--- src/design/ccs_pkg.sv ---
// shared types and constants of the comment stripper
// no dependencies

package ccs_pkg;

  localparam int unsigned QueueDepth = 2;

  typedef struct packed {
    logic       two;
    logic [7:0] byte0;
    logic [7:0] byte1;
  } ccs_rec_t;

  typedef struct packed {
    logic empty;
    logic full;
  } ccs_qstat_t;

endpackage

--- src/design/ccs_in_if.sv ---
// input channel of the comment stripper: one source byte per request
// no dependencies

interface ccs_in_if;
  logic       valid;
  logic       ready;
  logic [7:0] in_byte;
  logic       stream_end;

  modport source (output valid, output in_byte, output stream_end, input ready);
  modport sink (input valid, input in_byte, input stream_end, output ready);
endinterface

--- src/design/ccs_out_if.sv ---
// output channel of the comment stripper: one kept byte per request
// no dependencies

interface ccs_out_if;
  logic       valid;
  logic       ready;
  logic [7:0] out_byte;
  logic       run_last;

  modport source (output valid, output out_byte, output run_last, input ready);
  modport sink (input valid, input out_byte, input run_last, output ready);
endinterface

--- src/design/ccs_front.sv ---
// front end: lexer state and classification of each byte into a result record
// depends on ccs_pkg and ccs_in_if

module ccs_front (
  input  logic                clk_i,
  input  logic                rst_ni,
  ccs_in_if.sink              in_i,
  input  ccs_pkg::ccs_qstat_t qstat_i,
  output logic                push_o,
  output ccs_pkg::ccs_rec_t   rec_o
);

  localparam logic [1:0] ModeCode   = 2'd0;
  localparam logic [1:0] ModeString = 2'd1;
  localparam logic [1:0] ModeLine   = 2'd2;
  localparam logic [1:0] ModeBlock  = 2'd3;

  localparam logic [7:0] ChSlash  = 8'h2F;
  localparam logic [7:0] ChStar   = 8'h2A;
  localparam logic [7:0] ChDquote = 8'h22;
  localparam logic [7:0] ChBslash = 8'h5C;
  localparam logic [7:0] ChSquote = 8'h27;
  localparam logic [7:0] ChLf     = 8'h0A;
  localparam logic [7:0] ChCr     = 8'h0D;

  logic [1:0] mode_q, mode_d;
  logic [7:0] prior_q, prior_d;
  logic       esc_q, esc_d;
  logic       accept;
  logic [1:0] cnt;
  logic [7:0] b0, b1;
  logic [7:0] now_b;
  logic [7:0] prev_b;

  assign in_i.ready = !qstat_i.full;
  assign accept     = in_i.valid && in_i.ready;

  always_comb begin
    now_b  = in_i.in_byte;
    prev_b = prior_q;
    cnt    = 2'd0;
    b0     = in_i.in_byte;
    b1     = in_i.in_byte;
    mode_d = mode_q;
    esc_d  = esc_q;
    case (mode_q)
      ModeCode: begin
        if (prev_b == ChSlash) begin
          if (now_b == ChSlash) begin
            mode_d = ModeLine;
          end else if (now_b == ChStar) begin
            mode_d = ModeBlock;
            now_b  = 8'h00;
          end else begin
            cnt = 2'd2;
            b0  = prev_b;
            if (now_b == ChDquote) mode_d = ModeString;
          end
        end else if (now_b != ChSlash) begin
          cnt = 2'd1;
          if (prev_b != ChBslash && prev_b != ChSquote && now_b == ChDquote) begin
            mode_d = ModeString;
          end
        end
      end
      ModeString: begin
        if (prev_b == ChBslash) begin
          if (!esc_q) begin
            cnt = 2'd2;
            b0  = prev_b;
          end else begin
            cnt = 2'd1;
            if (now_b == ChDquote) mode_d = ModeCode;
          end
          esc_d = (now_b == ChBslash);
        end else if (now_b != ChBslash) begin
          cnt = 2'd1;
          if (now_b == ChDquote) mode_d = ModeCode;
        end
      end
      ModeLine: begin
        if (prev_b != ChBslash && (now_b == ChLf || now_b == ChCr)) begin
          cnt    = 2'd1;
          now_b  = 8'h00;
          mode_d = ModeCode;
        end
      end
      default: begin
        if (prev_b == ChStar && now_b == ChSlash) begin
          now_b  = 8'h00;
          mode_d = ModeCode;
        end
      end
    endcase
    prior_d = now_b;

    if (in_i.stream_end) begin
      // flush a slash still held in code
      if (mode_d == ModeCode && prior_d == ChSlash) begin
        if (cnt == 2'd0) begin
          b0  = ChSlash;
          cnt = 2'd1;
        end else begin
          b1  = ChSlash;
          cnt = 2'd2;
        end
      end
      mode_d  = ModeCode;
      prior_d = 8'h00;
      esc_d   = 1'b0;
    end
  end

  always_ff @(posedge clk_i or negedge rst_ni) begin
    if (!rst_ni) begin
      mode_q  <= ModeCode;
      prior_q <= 8'h00;
      esc_q   <= 1'b0;
    end else if (accept) begin
      mode_q  <= mode_d;
      prior_q <= prior_d;
      esc_q   <= esc_d;
    end
  end

  assign push_o    = accept && (cnt != 2'd0);
  assign rec_o.two   = (cnt == 2'd2);
  assign rec_o.byte0 = b0;
  assign rec_o.byte1 = b1;

endmodule

--- src/design/ccs_queue.sv ---
// short queue of result records between front and back
// depends on ccs_pkg

module ccs_queue #(
  parameter int unsigned Depth = ccs_pkg::QueueDepth
) (
  input  logic                clk_i,
  input  logic                rst_ni,
  input  logic                push_i,
  input  ccs_pkg::ccs_rec_t   rec_i,
  input  logic                pop_i,
  output ccs_pkg::ccs_rec_t   head_o,
  output ccs_pkg::ccs_qstat_t stat_o
);

  localparam int unsigned AW = (Depth > 1) ? $clog2(Depth) : 1;
  localparam int unsigned CW = $clog2(Depth + 1);
  localparam logic [AW-1:0] LastIdx = AW'(Depth - 1);

  ccs_pkg::ccs_rec_t mem_q [Depth];
  logic [AW-1:0] wr_q, rd_q;
  logic [CW-1:0] cnt_q;

  assign stat_o.empty = (cnt_q == '0);
  assign stat_o.full  = (cnt_q == CW'(Depth));
  assign head_o       = mem_q[rd_q];

  always_ff @(posedge clk_i) begin
    if (push_i) mem_q[wr_q] <= rec_i;
  end

  always_ff @(posedge clk_i or negedge rst_ni) begin
    if (!rst_ni) begin
      wr_q  <= '0;
      rd_q  <= '0;
      cnt_q <= '0;
    end else begin
      if (push_i) wr_q <= (wr_q == LastIdx) ? '0 : wr_q + 1'b1;
      if (pop_i) rd_q <= (rd_q == LastIdx) ? '0 : rd_q + 1'b1;
      if (push_i && !pop_i) begin
        cnt_q <= cnt_q + 1'b1;
      end else if (pop_i && !push_i) begin
        cnt_q <= cnt_q - 1'b1;
      end
    end
  end

endmodule

--- src/design/ccs_back.sv ---
// back end: sends the bytes of each record one per request, marks the last
// depends on ccs_pkg and ccs_out_if

module ccs_back (
  input  logic                clk_i,
  input  logic                rst_ni,
  input  ccs_pkg::ccs_rec_t   head_i,
  input  ccs_pkg::ccs_qstat_t qstat_i,
  output logic                pop_o,
  ccs_out_if.source           out_o
);

  logic phase_q;
  logic sent;

  assign out_o.valid    = !qstat_i.empty;
  assign out_o.out_byte = phase_q ? head_i.byte1 : head_i.byte0;
  assign out_o.run_last = phase_q || !head_i.two;
  assign sent           = out_o.valid && out_o.ready;
  assign pop_o          = sent && out_o.run_last;

  always_ff @(posedge clk_i or negedge rst_ni) begin
    if (!rst_ni) begin
      phase_q <= 1'b0;
    end else if (sent) begin
      phase_q <= !out_o.run_last;
    end
  end

endmodule

--- src/design/c_comment_stripper.sv ---
// top level of the comment stripper: front lexer, record queue, byte sender
// depends on ccs_pkg, ccs_in_if, ccs_out_if, ccs_front, ccs_queue, ccs_back
// output: kept bytes are registered in the record queue before they are offered
// throughput: one input byte per cycle while the queue has room; records that keep
//   two bytes are sent one byte per request on the one-byte output channel
// reset: asynchronous, clears lexer mode, prior byte, escape flag and queue pointers

module c_comment_stripper #(
  parameter int unsigned QueueDepth = ccs_pkg::QueueDepth
) (
  input  logic       clk_i,
  input  logic       rst_ni,
  ccs_in_if.sink     in_i,
  ccs_out_if.source  out_o
);

  logic                q_push;
  logic                q_pop;
  ccs_pkg::ccs_rec_t   q_wrec;
  ccs_pkg::ccs_rec_t   q_head;
  ccs_pkg::ccs_qstat_t q_stat;

  ccs_front u_front (
    .clk_i   (clk_i),
    .rst_ni  (rst_ni),
    .in_i    (in_i),
    .qstat_i (q_stat),
    .push_o  (q_push),
    .rec_o   (q_wrec)
  );

  ccs_queue #(
    .Depth (QueueDepth)
  ) u_queue (
    .clk_i  (clk_i),
    .rst_ni (rst_ni),
    .push_i (q_push),
    .rec_i  (q_wrec),
    .pop_i  (q_pop),
    .head_o (q_head),
    .stat_o (q_stat)
  );

  ccs_back u_back (
    .clk_i   (clk_i),
    .rst_ni  (rst_ni),
    .head_i  (q_head),
    .qstat_i (q_stat),
    .pop_o   (q_pop),
    .out_o   (out_o)
  );

  a_no_push_full: assert property (@(posedge clk_i) disable iff (!rst_ni)
    q_push |-> !q_stat.full)
    else $error("record pushed into full queue");

  a_pop_on_last: assert property (@(posedge clk_i) disable iff (!rst_ni)
    q_pop |-> (out_o.valid && out_o.ready && out_o.run_last))
    else $error("queue popped without last byte sent");

  a_second_follows: assert property (@(posedge clk_i) disable iff (!rst_ni)
    (out_o.valid && out_o.ready && !out_o.run_last) |=> (out_o.valid && out_o.run_last))
    else $error("second byte of a record missing");

endmodule

--- src/flat_wrapper.sv ---
// flat-port wrapper written by rule: the top's interface ports become plain ports
module c_comment_stripper_flat 
#(
  parameter int unsigned QueueDepth = ccs_pkg::QueueDepth
)
  (clk_i, rst_ni, in_i_valid, in_i_in_byte, in_i_stream_end, in_i_ready, out_o_valid, out_o_out_byte, out_o_run_last, out_o_ready);
  ccs_in_if in_i_i ();
  ccs_out_if out_o_i ();
  input  logic clk_i;
  input  logic rst_ni;
  input wire logic [$bits(in_i_i.valid)-1:0] in_i_valid;
  input wire logic [$bits(in_i_i.in_byte)-1:0] in_i_in_byte;
  input wire logic [$bits(in_i_i.stream_end)-1:0] in_i_stream_end;
  output wire logic [$bits(in_i_i.ready)-1:0] in_i_ready;
  output wire logic [$bits(out_o_i.valid)-1:0] out_o_valid;
  output wire logic [$bits(out_o_i.out_byte)-1:0] out_o_out_byte;
  output wire logic [$bits(out_o_i.run_last)-1:0] out_o_run_last;
  input wire logic [$bits(out_o_i.ready)-1:0] out_o_ready;
  assign in_i_i.valid = in_i_valid;
  assign in_i_i.in_byte = in_i_in_byte;
  assign in_i_i.stream_end = in_i_stream_end;
  assign in_i_ready = in_i_i.ready;
  assign out_o_valid = out_o_i.valid;
  assign out_o_out_byte = out_o_i.out_byte;
  assign out_o_run_last = out_o_i.run_last;
  assign out_o_i.ready = out_o_ready;
  c_comment_stripper #(.QueueDepth(QueueDepth)) u_core (.clk_i(clk_i), .rst_ni(rst_ni), .in_i(in_i_i), .out_o(out_o_i));
endmodule
--- config.mk ---
export PLATFORM = sky130hd
export DESIGN_NAME = c_comment_stripper_flat
export DESIGN_NICKNAME = d
export VERILOG_FILES = /design/src/design/ccs_pkg.sv /design/src/design/ccs_in_if.sv /design/src/design/ccs_out_if.sv /design/src/design/ccs_front.sv /design/src/design/ccs_queue.sv /design/src/design/ccs_back.sv /design/src/design/c_comment_stripper.sv /design/src/flat_wrapper.sv
export SDC_FILE = /design/constraint.sdc
export NUM_CORES = 1
export LEC_CHECK = 0
export BUFFER_PORTS_ARGS = -buffer_cell sky130_fd_sc_hd__buf_2
export CORE_AREA = 10 10 83 85
export DETAILED_ROUTE_END_ITERATION = 8
export DIE_AREA = 0 0 93 95
export MAX_ROUTING_LAYER = met4
export PLACE_DENSITY = 0.77
export SLEW_MARGIN = 25
export SYNTH_ARGS = -nofsm -noshare
export SYNTH_HDL_FRONTEND = slang
export SYNTH_SLANG_ARGS = --single-unit
--- constraint.sdc ---
create_clock -name clk_i -period 4.35 [get_ports clk_i]
set_input_delay 1.0875 -clock clk_i [delete_from_list [all_inputs] [get_ports clk_i]]
set_output_delay 1.0875 -clock clk_i [all_outputs]
set_load 0.005 [all_outputs]
# Word level (Yosys, flattened, before mapping)

Memory sizes are Yosys's and may differ from the RTL's.
Index checks and enable logic that the tools add are counted.

Register bits after elaboration: 16
Bits in writable memories: 34
Input bits: 13
Output and inout port bits: 11
Word-level logic and storage cells: 113
Memories: 1

Add/sub/neg operators: 4
Eq/ne operators: 18
Multiplexer cells: 55
Reduce and logical (&&, ||, !) cells: 28

Memory list:

| memory               | depth | width | rd ports | clocked after memory_dff | wr ports | line            | source |
|---|---|---|---|---|---|---|---|
| u_core.u_queue.mem_q | 2     | 17    | 1        | 0                        | 1        | ccs_queue.sv:20 | `ccs_pkg::ccs_rec_t mem_q [Depth];` |

Operator list:

| operator                                              | number |
|---|---|
| two-way mux 8 bit                                     | 18 |
| equality test 8 x 6 -> 1 bit, second input constant   | 6 |
| two-way mux 2 bit                                     | 23 |
| case mux 8 bit (3 select lines)                       | 1 |
| equality test 8 x 4 -> 1 bit, second input constant   | 2 |
| equality test 8 x 7 -> 1 bit, second input constant   | 2 |
| inequality test 8 x 6 -> 1 bit, second input constant | 2 |
| inequality test 8 x 7 -> 1 bit, second input constant | 2 |
| case mux 8 bit (2 select lines)                       | 1 |
| case mux 2 bit (3 select lines)                       | 2 |
| logical AND 1 bit                                     | 11 |
| two-way mux 1 bit                                     | 10 |
| zero test 2 bit                                       | 4 |
| nonzero test 2 bit                                    | 4 |
| equality test 2 bit, second input constant            | 3 |
| zero test 1 bit                                       | 6 |
| AND reduction 3 bit                                   | 1 |
| adder 1 bit, second input constant                    | 2 |
| adder 2 x 1 -> 2 bit, second input constant           | 1 |
| equality test 2 x 1 -> 1 bit, second input constant   | 1 |
| logical OR 1 bit                                      | 2 |
| subtractor 2 x 1 -> 2 bit, second input constant      | 1 |

# Longest topological paths before layout

Word-level depth: 17
Depth in mapped cells: 11
Gate-level depth less buffers: 10

# By module

Synthesis repeated with hierarchy kept, for this count alone.

Cells, all modules: 215
Area total of the unflattened synthesis: 2648.8 um^2

Modules (own cells, without submodules):

| module    | instances | cells an instance | area an instance (um^2) | seq. area each (um^2) |
|---|---|---|---|---|
| ccs_queue | 1         | 69                | 1463.9                  | 1121.1 |
| ccs_front | 1         | 130               | 984.7                   | 275.3 |
| ccs_back  | 1         | 16                | 200.2                   | 25.0 |

# Worst setup path after synthesis

No wires, ideal clock.

Kind: in2reg
Start point: input port in_i_in_byte[0]
End point: memory u_core.u_queue.mem_q[1][0] (netlist name) (enable)
Library setup time: 392 ps
Data arrival time: 3048 ps
Data required time: 3958 ps
Slack: 909 ps
Stages on the path: 7
Buffers on the path: 1
Path through: buf_2 -> nor3b_1 -> a21oi_1 -> o31a_1 -> a2111oi_4 -> a31oi_4 -> nor2b_1

Longest elaborated chain between the ends: 14
Elaborated cells on any way between the ends: 49
Classes of those cells: 8 x eq/ne; 32 x mux; 9 x reduce/logical

RTL lines:

| element                                                | line                             | source |
|---|---|---|
| start, declared                                        | flat_wrapper.sv:12               | `input wire logic [$bits(in_i_i.in_byte)-1:0] in_i_in_byte;` |
| equality test 8 x 6 -> 1 bit                           | n/a                              |  |
| two-way mux 2 bit or logical AND 1 bit (tied branches) | ccs_front.sv:57, ccs_front.sv:61 |  |
| two-way mux 2 bit, on equally long branches            | ccs_front.sv:51, ccs_front.sv:61 |  |
| two-way mux 2 bit, on equally long branches            | ccs_front.sv:49, ccs_front.sv:59 |  |
| two-way mux 2 bit                                      | ccs_front.sv:48                  | `if (prev_b == ChSlash) begin` |
| case mux 2 bit (3 select lines)                        | ccs_front.sv:46                  | `case (mode_q)` |
| zero test 2 bit                                        | ccs_front.sv:99                  | `if (mode_d == ModeCode && prior_d == ChSlash) begin` |
| logical AND 1 bit                                      | ccs_front.sv:99                  |  |
| two-way mux 2 bit                                      | ccs_front.sv:99                  |  |
| two-way mux 2 bit *                                    | ccs_front.sv:97                  | `if (in_i.stream_end) begin` |
| nonzero test 2 bit *                                   | ccs_front.sv:126                 | `assign push_o = accept && (cnt != 2'd0);` |
| logical AND 1 bit *                                    | ccs_front.sv:126                 |  |
| two-way mux 1 bit *                                    | ccs_queue.sv:29                  | `if (push_i) mem_q[wr_q] <= rec_i;` |
| two-way mux 1 bit (implied by the code) *              | ccs_queue.sv:29                  |  |
| end, declared                                          | ccs_queue.sv:20                  |  |

Mark *: on every way between the ends. The rest lies on a longest branch, timed or not.

# Worst setup path in the final report

Start point: input port in_i_in_byte[0]
End point: register u_core.u_queue.cnt_q[1]

Longest elaborated chain between the ends: 15
Elaborated cells on any way between the ends: 52
Classes of those cells: 8 x eq/ne; 31 x mux; 13 x reduce/logical

RTL lines:

| element                                                | line                             | source |
|---|---|---|
| equality test 8 x 6 -> 1 bit                           | n/a                              |  |
| two-way mux 2 bit or logical AND 1 bit (tied branches) | ccs_front.sv:57, ccs_front.sv:61 |  |
| two-way mux 2 bit, on equally long branches            | ccs_front.sv:51, ccs_front.sv:61 |  |
| two-way mux 2 bit, on equally long branches            | ccs_front.sv:49, ccs_front.sv:59 |  |
| two-way mux 2 bit                                      | ccs_front.sv:48                  |  |
| case mux 2 bit (3 select lines)                        | ccs_front.sv:46                  |  |
| zero test 2 bit                                        | ccs_front.sv:99                  |  |
| logical AND 1 bit                                      | ccs_front.sv:99                  |  |
| two-way mux 2 bit                                      | ccs_front.sv:99                  |  |
| two-way mux 2 bit *                                    | ccs_front.sv:97                  |  |
| nonzero test 2 bit *                                   | ccs_front.sv:126                 |  |
| logical AND 1 bit *                                    | ccs_front.sv:126                 |  |
| net u_core.q_push                                      | c_comment_stripper.sv:17         | `logic q_push;` |
| zero test 1 bit                                        | ccs_queue.sv:42                  | `end else if (pop_i && !push_i) begin` |
| logical AND 1 bit                                      | ccs_queue.sv:42                  |  |
| nonzero test 2 bit (no source line)                    | n/a                              |  |
| end signal, assigned                                   | ccs_queue.sv:41                  | `cnt_q <= cnt_q + 1'b1;` |
| end signal, assigned                                   | ccs_queue.sv:43                  | `cnt_q <= cnt_q - 1'b1;` |
| end, declared                                          | ccs_queue.sv:22                  | `logic [CW-1:0] cnt_q;` |

The timed path passes the listed nets; every way through them passes the cells marked *.
A chain may end at the register's enable or synchronous reset.

==> flow_metrics.tcl <==
set metrics [dict create \
    die_x_um 93 \
    num-nets-final 235 \
    root_buffer "clkbuf_8" \
    antenna_found_initial 0 \
    start_util_pct 47.4 \
    fin_cells 294 \
    reg2reg_depth 10 \
    io_pins 24 \
    worstSkewPairLatency_ps 300 \
    hold_start "u_core.u_queue.cnt_q[1]$_DFFE_PN0P_" \
    r2r_slack_ps 1890 \
    die_area_um2 8840 \
    ir_worst_vdd_v 0.000209 \
    ys_warn_count 0 \
    timing.fmax_mhz 344 \
    critical-path-top-delay-family "simple AND/OR/NAND/NOR gates" \
    cpMaxStageDelayCell "nor4_2" \
    netlist_top_cells_area "edfxtp_1 (40%), dfrtp_1 (16%), mux4_2 (7.1%)" \
    worst_ep_arrival_time_ps 3140 \
    required_ps 4580 \
    cts.clk_slew.worst_paths_ps 80 \
    clock-skew-final_ps 7.41 \
    period_share_pct 66.9 \
    final_cell_area_um2 2800 \
    gp_congestion 0.893 \
    insertedDiodeCount 0 \
    hold_violations 0 \
    grt_pass1_vias 1626 \
    holdPathEnd "u_core.u_queue.cnt_q[1]$_DFFE_PN0P_" \
    drive_above_1_share_pct 23.9 \
    start_kind "input pin" \
    cp.buffers_inverters 2 \
    yosysTopAreaCell "edfxtp_1" \
    dr.pass1.iters 4 \
    netlist.area_leader.share_pct 40.4 \
    area_delta_synth_final_pct 10.6 \
    hp-class "reg -> reg" \
    setup_ws_ps 1440 \
    setup_tns_ps 0 \
    synth_edf_count 34 \
    max-cap-violations 0 \
    grt_pass1_wl_um 8020 \
    ys_types 51 \
    cts-resized-gates 0 \
    synthXorXnorAreaFrac_pct 2.03 \
    totalWireLength_um 4760 \
    dp_hpwl_um 3560 \
    yosys_most_used_dff "edfxtp_1" \
    slew_violations 0 \
    htree_levels 2 \
    ctsHoldBuffers 0 \
    portBuffers 23 \
    worst_pin_slew_ps 597 \
    grt_setup_unrepaired "false" \
    cts_max_path_buffers 2 \
    synth_compound_area_share_pct 10.7 \
    routedWlPerCell_um 16.2 \
    p_per_area_nw_per_um2 522 \
    yosys_register_bits 50 \
    cts_tree "done" \
    r2r-start "u_core.u_front.prev_b[6]$_DFFE_PN0P_" \
    core_area_um2 5340 \
    post-place-ws_ps 1130 \
    grt_max_degree 18 \
    critPathMaxStageDelay_ps 370 \
    postCtsSetupBuffers 0 \
    numCtsBuffers 5 \
    syn_nets 219 \
    min_path_cells 1 \
    synth_top_family_by_area "simple AND/OR/NAND/NOR gates" \
    dpl.cell_count 286 \
    end_kind "flop" \
    first_iter_violations 94 \
    grt_overflow 0 \
    num_vias 1659 \
    postSynth.asyncResetShare_pct 32.0 \
    synth_seq_area_share_pct 56.2 \
    vias_per_cell 5.64 \
    dieHeight_um 95 \
    placed_cell_area_um2 2680 \
    syn_area_um2 2530 \
    status "finished, final reports clean" \
    crit_fanout 10 \
    synth_mux_area_share_pct 7.52 \
    avgSynthCellArea_um2 12.3 \
    grt_use_total_pct 11.7 \
    synthAdderAreaFrac_pct 0.495 \
    timing.critical_path.mode_cell "xor2_1" \
    maxSlewHeadroom_pct 60.2 \
    fin_crit_ps 2910 \
    synth-simple-area-share_pct 19.5 \
    cts.sinks 50 \
    path_class "in -> reg" \
    row_count 27 \
    total_power_uw 1460 \
    drc_errors 0 \
    synthCells 205 \
    setup_viol 0 \
    power_leakage_uw 0.00102 \
    r2r-end "u_core.u_queue.cnt_q[1]$_DFFE_PN0P_" \
    cp_cell_sequence "buf_2, nor2_2, nand2_1, nor4_2, o221ai_2, a31oi_4, inv_1, ha_1, xor2_1, nor2_1, xor2_1" \
    ant_nets 0 \
]
-- cell usage in the layout (no fill, tap or decap), types with 3 or more instances in the layout --
cell       n
buf_2     23
a21oi_1    4
clkbuf_8   5
nand4_1    4
inv_1      7
nand3_1   10
edfxtp_1  34
nand2_1   15
mux4_2     8
nor3_1     4
nor2b_1    5
or3_1      3
dfrtp_1   16
nor2_1    19
o21ai_0    9
a22o_1     6
-- power breakdown --
group	switching, uW	internal (uW)
sequential	94.0	641
combinational	183	219
clock	150	172
total	428	1030
-- synth_stat cells, types with 2 or more instances --
library cell  count
nand3_1          10
and4b_1           2
a32o_1            2
edfxtp_1         34
nand2_1          15
o21ai_0           9
a21oi_1           4
clkbuf_1         12
inv_1             7
o21a_1            2
nand2b_1          2
dfrtp_1          16
nor3_1            4
a22o_1            6
or2_2             2
nor2b_1           5
buf_2             3
nor2_1           19
xnor2_1           2
and2_1            2
and4_1            2
xor2_1            2
and3_1            2
mux4_2            8
nand4_1           4
or3_1             3
and4bb_1          2
-- kinds of logic (layout without fill, tap and decap cells) --
group / Yosys count / count (layout)
compound gates: 33 / 33
xor+xnor: 5 / 5
fa+ha+maj: 1 / 1
buf+inv: 23 / 40
flops: 50 / 50
mux: 9 / 9
simple gates: 84 / 84
-- layout make-up --
cell class / instances / area [um^2]
inverter: 7 / 26.3
sequential: 50 / 1420
timing repair buffer: 25 / 130
clock buffer: 5 / 68.8
fill: 504 / 2540
multi-input combinational: 132 / 1020
clock inverter: 3 / 43.8
tap: 72 / 90.1
-- state kept, by name, summed over array words and instances, names as in the netlist --
| name | flops |
|---|---|
| u_core.u_queue.mem_q | 34 |
| u_core.u_front.prev_b | 8 |
| u_core.u_front.mode_q | 2 |
| u_core.u_queue.cnt_q | 2 |
| u_core.u_back.phase_q | 1 |
| u_core.u_front.esc_q | 1 |
| u_core.u_queue.rd_q | 1 |
| u_core.u_queue.wr_q | 1 |
-- layer usage --
layer | global-route usage (%) | up-vias | wire length [um]
li1 | - | 808 | -
met2 | 18.3 | 33 | 2370
met5 | - | - | 0
met4 | 4.24 | 0 | 87
met3 | 3.09 | 7 | 244
met1 | 14.3 | 811 | 2060
-- metrics by stage --
step	util, %	hold WS [ps]
after global routing	52.4	542
final	52.4	509
after global placement	50.3	486
after CTS	52.4	509
after detailed placement	50.3	496
after floorplan	-	456
-- how the worst max path moves through the flow --
stage	start	cells past startpoint	endpoint
global route	in_i_in_byte[6]	11	u_core.u_queue.cnt_q[1]$_DFFE_PN0P_
global placement	in_i_in_byte[4]	8	u_core.u_queue.mem_q[1][14]$_DFFE_PP_
floorplan	in_i_in_byte[0]	7	u_core.u_queue.mem_q[1][0]$_DFFE_PP_
finish	in_i_in_byte[0]	11	u_core.u_queue.cnt_q[1]$_DFFE_PN0P_
CTS	in_i_in_byte[4]	11	u_core.u_queue.cnt_q[1]$_DFFE_PN0P_
detailed placement	in_i_in_byte[4]	11	u_core.u_queue.cnt_q[1]$_DFFE_PN0P_
-- worst reg2reg max path, stage by stage (launching register included) --
cell and delay, ps:
dfrtp_1 410, and4bb_1 410, nand2_1 120, nor4_2 340, o221ai_2 190, a31oi_4 240
inv_1 80, ha_1 190, xor2_1 140, nor2_1 110, xor2_1 140
No activity file was read; power rests on OpenSTA's default activity.
